===== src/rtl/core/mkpp_pkg.sv =====
// Shared types and constants of the key position predictor.
// Holds the command and register codes, the controller-to-datapath command and
// status structs, and the constant log2 interpolation table. No dependencies.
package mkpp_pkg;

    localparam int COEFF_W    = 32;
    localparam int KEY_W      = 32;
    localparam int OFFSET_W   = 56;
    localparam int SCALE_W    = 48;
    localparam int PSCALE_W   = 32;
    localparam int CFG_W      = 56;
    localparam int CFG_IDX_W  = 2;
    localparam int ACC_W      = 60;
    localparam int MUL_W      = 33;
    localparam int PROD_W     = 66;
    localparam int TAB_W      = 25;
    localparam int IN_DATA_W  = 80;
    localparam int OUT_DATA_W = 32;

    localparam logic [31:0] LN2_Q32 = 32'hB17217F8;

    typedef enum logic [1:0] {
        CMD_WEIGHT  = 2'd0,
        CMD_BIAS    = 2'd1,
        CMD_PREDICT = 2'd2
    } cmd_t;

    typedef enum logic [CFG_IDX_W-1:0] {
        REG_LOG_MODE       = 2'd0,
        REG_KEY_OFFSET     = 2'd1,
        REG_KEY_SCALE      = 2'd2,
        REG_POSITION_SCALE = 2'd3
    } cfg_reg_t;

    typedef enum logic [3:0] {
        DP_NOP,
        DP_KEY_LOAD,
        DP_LOG_SHIFT,
        DP_LOG_LUT,
        DP_LOG_SUM,
        DP_LOG_T,
        DP_NORM_SUB,
        DP_NORM_M1,
        DP_NORM_M2,
        DP_NORM_M3,
        DP_NORM_M4,
        DP_NORM_FIN,
        DP_BIAS_LD,
        DP_ACT_WB,
        DP_POS_MUL,
        DP_POS_FIN
    } dp_op_t;

    typedef struct packed {
        dp_op_t op;
        logic   mac_issue;
        logic   out_load;
        logic   last_layer;
    } dp_cmd_t;

    typedef struct packed {
        logic log_mode;
        logic v_top;
        logic out_busy;
    } dp_status_t;

    typedef logic [TAB_W-1:0] log_tab_t [0:256];

    // Entry i is log2(1 + i/256) in Q1.24, found by repeated squaring on Q2.30.
    function automatic log_tab_t build_log_tab();
        log_tab_t    tab;
        logic [63:0] x;
        logic [63:0] r;
        for (int i = 0; i < 256; i++) begin
            x = 64'(256 + i) << 22;
            r = '0;
            for (int k = 0; k < 28; k++) begin
                x = (x * x) >> 30;
                r = r << 1;
                if (x >= (64'd2 << 30)) begin
                    r[0] = 1'b1;
                    x    = x >> 1;
                end
            end
            tab[i] = TAB_W'((r + 64'd8) >> 4);
        end
        tab[256] = TAB_W'(1) << 24;
        return tab;
    endfunction

    localparam log_tab_t LOG_TAB = build_log_tab();

endpackage


===== src/rtl/core/mkpp_ctrl.sv =====
// Controller of the key position predictor: accepts requests and sequences the
// logarithm, normalization, layer loops and output of one prediction.
// Depends on mkpp_pkg; commands mkpp_datapath.
module mkpp_ctrl
    import mkpp_pkg::*;
#(
    parameter int HIDDEN = 16,
    parameter int LAYERS = 3,
    parameter int LAY_W  = $clog2(LAYERS + 1),
    parameter int IDX_W  = $clog2(HIDDEN + 1)
)
(
    input  logic             clk,
    input  logic             rst_n,
    input  logic             in_valid,
    output logic             in_ready,
    input  cmd_t             in_cmd,
    input  dp_status_t       status,
    output dp_cmd_t          cmd,
    output logic [LAY_W-1:0] layer,
    output logic [IDX_W-1:0] idx_i,
    output logic [IDX_W-1:0] idx_j
);

    typedef enum logic [4:0] {
        S_IDLE,
        S_KEY,
        S_LSHIFT,
        S_LLUT,
        S_LSUM,
        S_LT,
        S_NSUB,
        S_NM1,
        S_NM2,
        S_NM3,
        S_NM4,
        S_NFIN,
        S_BIAS,
        S_MAC,
        S_DRAIN1,
        S_DRAIN2,
        S_WB,
        S_PMUL,
        S_PFIN
    } state_t;

    state_t           state_reg;
    state_t           state_next;
    logic [LAY_W-1:0] layer_reg;
    logic [LAY_W-1:0] layer_next;
    logic [IDX_W-1:0] i_reg;
    logic [IDX_W-1:0] i_next;
    logic [IDX_W-1:0] j_reg;
    logic [IDX_W-1:0] j_next;
    logic             last_layer;
    logic             last_i;
    logic             last_j;

    always_comb
    begin
        last_layer     = (layer_reg == LAY_W'(LAYERS - 1));
        last_i         = (layer_reg == '0) || (i_reg == IDX_W'(HIDDEN - 1));
        last_j         = last_layer || (j_reg == IDX_W'(HIDDEN - 1));
        state_next     = state_reg;
        layer_next     = layer_reg;
        i_next         = i_reg;
        j_next         = j_reg;
        cmd.op         = DP_NOP;
        cmd.mac_issue  = 1'b0;
        cmd.out_load   = 1'b0;
        cmd.last_layer = last_layer;
        case (state_reg)
            S_IDLE:
            begin
                if (in_valid && (in_cmd == CMD_PREDICT)) begin
                    state_next = S_KEY;
                end
            end
            S_KEY:
            begin
                cmd.op     = DP_KEY_LOAD;
                layer_next = '0;
                j_next     = '0;
                state_next = status.log_mode ? S_LSHIFT : S_NSUB;
            end
            S_LSHIFT:
            begin
                cmd.op = DP_LOG_SHIFT;
                if (status.v_top) begin
                    state_next = S_LLUT;
                end
            end
            S_LLUT:
            begin
                cmd.op     = DP_LOG_LUT;
                state_next = S_LSUM;
            end
            S_LSUM:
            begin
                cmd.op     = DP_LOG_SUM;
                state_next = S_LT;
            end
            S_LT:
            begin
                cmd.op     = DP_LOG_T;
                state_next = S_NSUB;
            end
            S_NSUB:
            begin
                cmd.op     = DP_NORM_SUB;
                state_next = S_NM1;
            end
            S_NM1:
            begin
                cmd.op     = DP_NORM_M1;
                state_next = S_NM2;
            end
            S_NM2:
            begin
                cmd.op     = DP_NORM_M2;
                state_next = S_NM3;
            end
            S_NM3:
            begin
                cmd.op     = DP_NORM_M3;
                state_next = S_NM4;
            end
            S_NM4:
            begin
                cmd.op     = DP_NORM_M4;
                state_next = S_NFIN;
            end
            S_NFIN:
            begin
                cmd.op     = DP_NORM_FIN;
                state_next = S_BIAS;
            end
            S_BIAS:
            begin
                i_next     = '0;
                state_next = S_MAC;
            end
            S_MAC:
            begin
                cmd.op        = (i_reg == '0) ? DP_BIAS_LD : DP_NOP;
                cmd.mac_issue = 1'b1;
                if (last_i) begin
                    state_next = S_DRAIN1;
                end else begin
                    i_next = i_reg + IDX_W'(1);
                end
            end
            S_DRAIN1:
            begin
                state_next = S_DRAIN2;
            end
            S_DRAIN2:
            begin
                state_next = S_WB;
            end
            S_WB:
            begin
                cmd.op = DP_ACT_WB;
                if (!last_j) begin
                    j_next     = j_reg + IDX_W'(1);
                    state_next = S_BIAS;
                end else if (last_layer) begin
                    state_next = S_PMUL;
                end else begin
                    layer_next = layer_reg + LAY_W'(1);
                    j_next     = '0;
                    state_next = S_BIAS;
                end
            end
            S_PMUL:
            begin
                cmd.op     = DP_POS_MUL;
                state_next = S_PFIN;
            end
            S_PFIN:
            begin
                cmd.op = DP_POS_FIN;
                if (!status.out_busy) begin
                    cmd.out_load = 1'b1;
                    state_next   = S_IDLE;
                end
            end
            default:
            begin
                state_next = S_IDLE;
            end
        endcase
    end

    always_ff @(posedge clk or negedge rst_n)
    begin
        if (!rst_n) begin
            state_reg <= S_IDLE;
            layer_reg <= '0;
            i_reg     <= '0;
            j_reg     <= '0;
        end else begin
            state_reg <= state_next;
            layer_reg <= layer_next;
            i_reg     <= i_next;
            j_reg     <= j_next;
        end
    end

    assign in_ready = (state_reg == S_IDLE);
    assign layer    = layer_reg;
    assign idx_i    = i_reg;
    assign idx_j    = j_reg;

endmodule


===== config.mk =====
export PLATFORM = sky130hd
export DESIGN_NAME = mkpp_ctrl
export DESIGN_NICKNAME = d
export VERILOG_FILES = /design/src/rtl/core/mkpp_pkg.sv /design/src/rtl/core/mkpp_ctrl.sv
export SDC_FILE = /design/constraint.sdc
export NUM_CORES = 1
export LEC_CHECK = 0
export CORE_MARGIN = 1
export CORE_UTILIZATION = 55
export DETAILED_ROUTE_END_ITERATION = 6
export DONT_BUFFER_PORTS = 1
export GPL_TIMING_DRIVEN = 0
export HOLD_SLACK_MARGIN = 0.12
export PLACE_DENSITY_LB_ADDON = 0.08
export SLEW_MARGIN = 20
export SYNTH_ARGS = -nofsm -noshare
export SYNTH_HDL_FRONTEND = slang
export SYNTH_SLANG_ARGS = --single-unit

===== constraint.sdc =====
create_clock -name clk -period 2.8 [get_ports clk]
set_input_delay 0 -clock clk [delete_from_list [all_inputs] [get_ports clk]]
set_output_delay 0 -clock clk [all_outputs]
set_load 0.1 [all_outputs]

==> results.cfg <==
[timing]
hold_violations = 0
setup_viol = 0
slew_headroom = 0.2632
worst_slack_ns = 0.1771
tightestPinTransition_ns = 1.108
clock_skew_ns = 0.0009407
fin_crit_sh = 0.9367
tns_ns = 0
rsz0062_at_grt = false
min_period_ns = 2.623
fmax_ghz = 0.3813
whs_ns = 0.2189
maxSlewViolCount = 0

[status]
status = completed

[logic_synthesis]
async_flop_share = 1.000
synth_cell_types = 42
synth_area_sq_mm = 0.001201
syn_inst = 144
synth_edf_count = 0
ys_ff_latch = 17
yosysSeqAreaShare = 0.3542
synth_ff_type = dfrtp_1
syn_nets = 159
yosysWarnings = 0
avgSynthCellArea_sq_um = 8.341

[cts]
tritoncts = yes
cts.root.buffer_cell = clkbuf_4
cts.sinks = 17
cts_made_buffers = 3
ctsResizeCount = 0
clkTransAtPathRegs_ns = 0.10
htree_num_levels = 1
clock_path_buffers = 2
clk_latency_ns = 0.29
post-cts-setup-buffer-count = 0

[grt]
first_global_vias = 1064
track_usage = 0.2707
antenna_found_initial = 0
grt_pass1_wl_mm = 4.947
overflow = 0
grt_max_degree = 18

[critical_path]
cp.required_ns = 2.96
reg2reg_from = idx_i[0]
reg2reg_depth = 6
critPathTopFamily = flip-flops
cp-start-kind = flop
crit_arrival_ns = 2.79
critical_path.max_fanout = 6
critical_path.slowest_cell = dfrtp_1
crit_path_frequent_cell = ha_1
ff2ff_setup_slack_ns = 0.18
worst-path-buf-inv = 0
path_cells = ha_1 -> and3_1 -> ha_1 -> or4_1 -> a22oi_1 -> a21oi_1
path_class = reg -> reg
end_kind = flop
timing.rr.end = state_reg[1]
cp_slowest_stage_delay_ns = 0.79

[floorplanning]
dieArea_sq_mm = 0.002375
die_width_um = 48.73
initial_utilization = 0.6000
io_pins = 28
core-area_sq_mm = 0.002002
die_h_um = 48.73
rows = 16

[routing]
drt_iter0_markers = 35
wirelength_mm = 2.814
wl_per_cell_um = 15.55
ant_nets = 0
drtPass1Iterations = 4
viasPerCell = 6.232
drc = 0
vias = 1128

[pwr]
p_switching_w = 0.0009453
max-vdd-ir-drop_v = 0.0009212
power_frac_clock = 0.090
powerDensity_mw_per_mm2 = 1108
power.internal_w = 0.0005604
seqPwrFrac = 0.259
leakage_nw = 0.5703
power_frac_comb = 0.651
sw_frac_of_total = 0.6278

[finish]
fin_cells = 181
nets = 170
syn_to_final_growth_pct = 13.12
finish.utilization = 0.6788
drive_gt1_frac = 0.09091
layout_common_cells = dfrtp_1, nand2_1, clkbuf_1
final_common_cell = dfrtp_1
antenna_cells = 0

[run]
drv_cap = 0

[placed_design]
place_inst = 171
port-buffer-count = 0
preCtsSetupSlack_ns = 0.2080
dp_hpwl_mm = 2.012
gp_congestion = 0.8757

[hold_path]
hp-class = in -> async
[power by group through the flow]
stage | combinational, W | sequential, W | clock [W]
floorplan | 0.000816 | 0.000382 | 0
global placement | 0.000906 | 0.000392 | 0
detailed placement | 0.000956 | 0.000394 | 0
CTS | 0.000972 | 0.000389 | 0.000138
global route | 0.00105 | 0.000395 | 0.000151
finish | 0.000980 | 0.000390 | 0.000135
[final cells by class]
cell class / count / area (sq um)
Multi-Input combinational cell: 108 / 737.0
Fill cell: 174 / 643.1
Sequential cell: 17 / 425.4
Timing Repair Buffer: 6 / 60.06
Buffer: 12 / 50.05
Tap cell: 27 / 33.78
Clock buffer: 4 / 26.28
Inverter: 7 / 26.28
[worst max-delay path by stage]
stage | start | to | slack [ns] | depth (start not counted)
final | idx_i[0] | state_reg[1] | 0.18 | 6
after global routing | idx_i[0] | state_reg[1] | 0.07 | 6
after CTS | idx_i[0] | state_reg[1] | 0.19 | 6
after detailed placement | idx_i[0] | state_reg[1] | 0.21 | 6
after global placement | idx_i[0] | cmd[6] | 0.02 | 4
after floorplan | idx_i[0] | cmd[6] | 0.17 | 4
[per-stage QoR]
step	total power (W)	instance area [sq um]
6_report	0.001506	1359
4_1_cts	0.001499	1359
5_1_grt	0.001594	1359
3_3_place_gp	0.001298	1245
2_1_floorplan	0.001197	1211
3_5_place_dp	0.001351	1272
[cells by family after synthesis]
kind of cell | share of synthesized area
simple gates | 0.2552
compound gates | 0.2146
buf+inv | 0.06354
flops | 0.3542
fa+ha+maj | 0.07291
mux | 0.02500
xor+xnor | 0.01459
[metal layers]
layer	track usage	vias to the layer above	routed length, um
met5	0	-	0
met4	0.08824	0	45
met3	0.04088	5	137
li1	-	546	-
met1	0.3660	539	1303
met2	0.4421	38	1328
[synth_stat cells (2+ instances only)]
cell | count | area [sq um]
a21oi_1 | 9 | 45.04
nor4_1 | 2 | 12.51
a32o_1 | 3 | 30.03
nand2_1 | 11 | 41.29
nand2b_1 | 3 | 18.77
inv_1 | 7 | 26.28
ha_1 | 7 | 87.58
or2_2 | 2 | 12.51
nor3b_1 | 3 | 22.52
nand4_1 | 2 | 12.51
mux2i_1 | 3 | 30.03
nor3_1 | 4 | 20.02
dfrtp_1 | 17 | 425.4
o21ai_0 | 7 | 35.03
nor2_1 | 10 | 37.54
clkbuf_1 | 9 | 33.78
nand3_1 | 4 | 20.02
a31oi_1 | 5 | 31.28
o22ai_1 | 4 | 25.02
and3_1 | 5 | 31.28
a22o_1 | 2 | 17.52
nor2b_1 | 5 | 31.28
[repair_timing]
action                                  4_1_cts  5_1_grt
hold buffers                                  6        0
hold endpoints to repair                     22        0
endpoints found under the setup margin        0        0
Power figures use the tool's default switching activity.
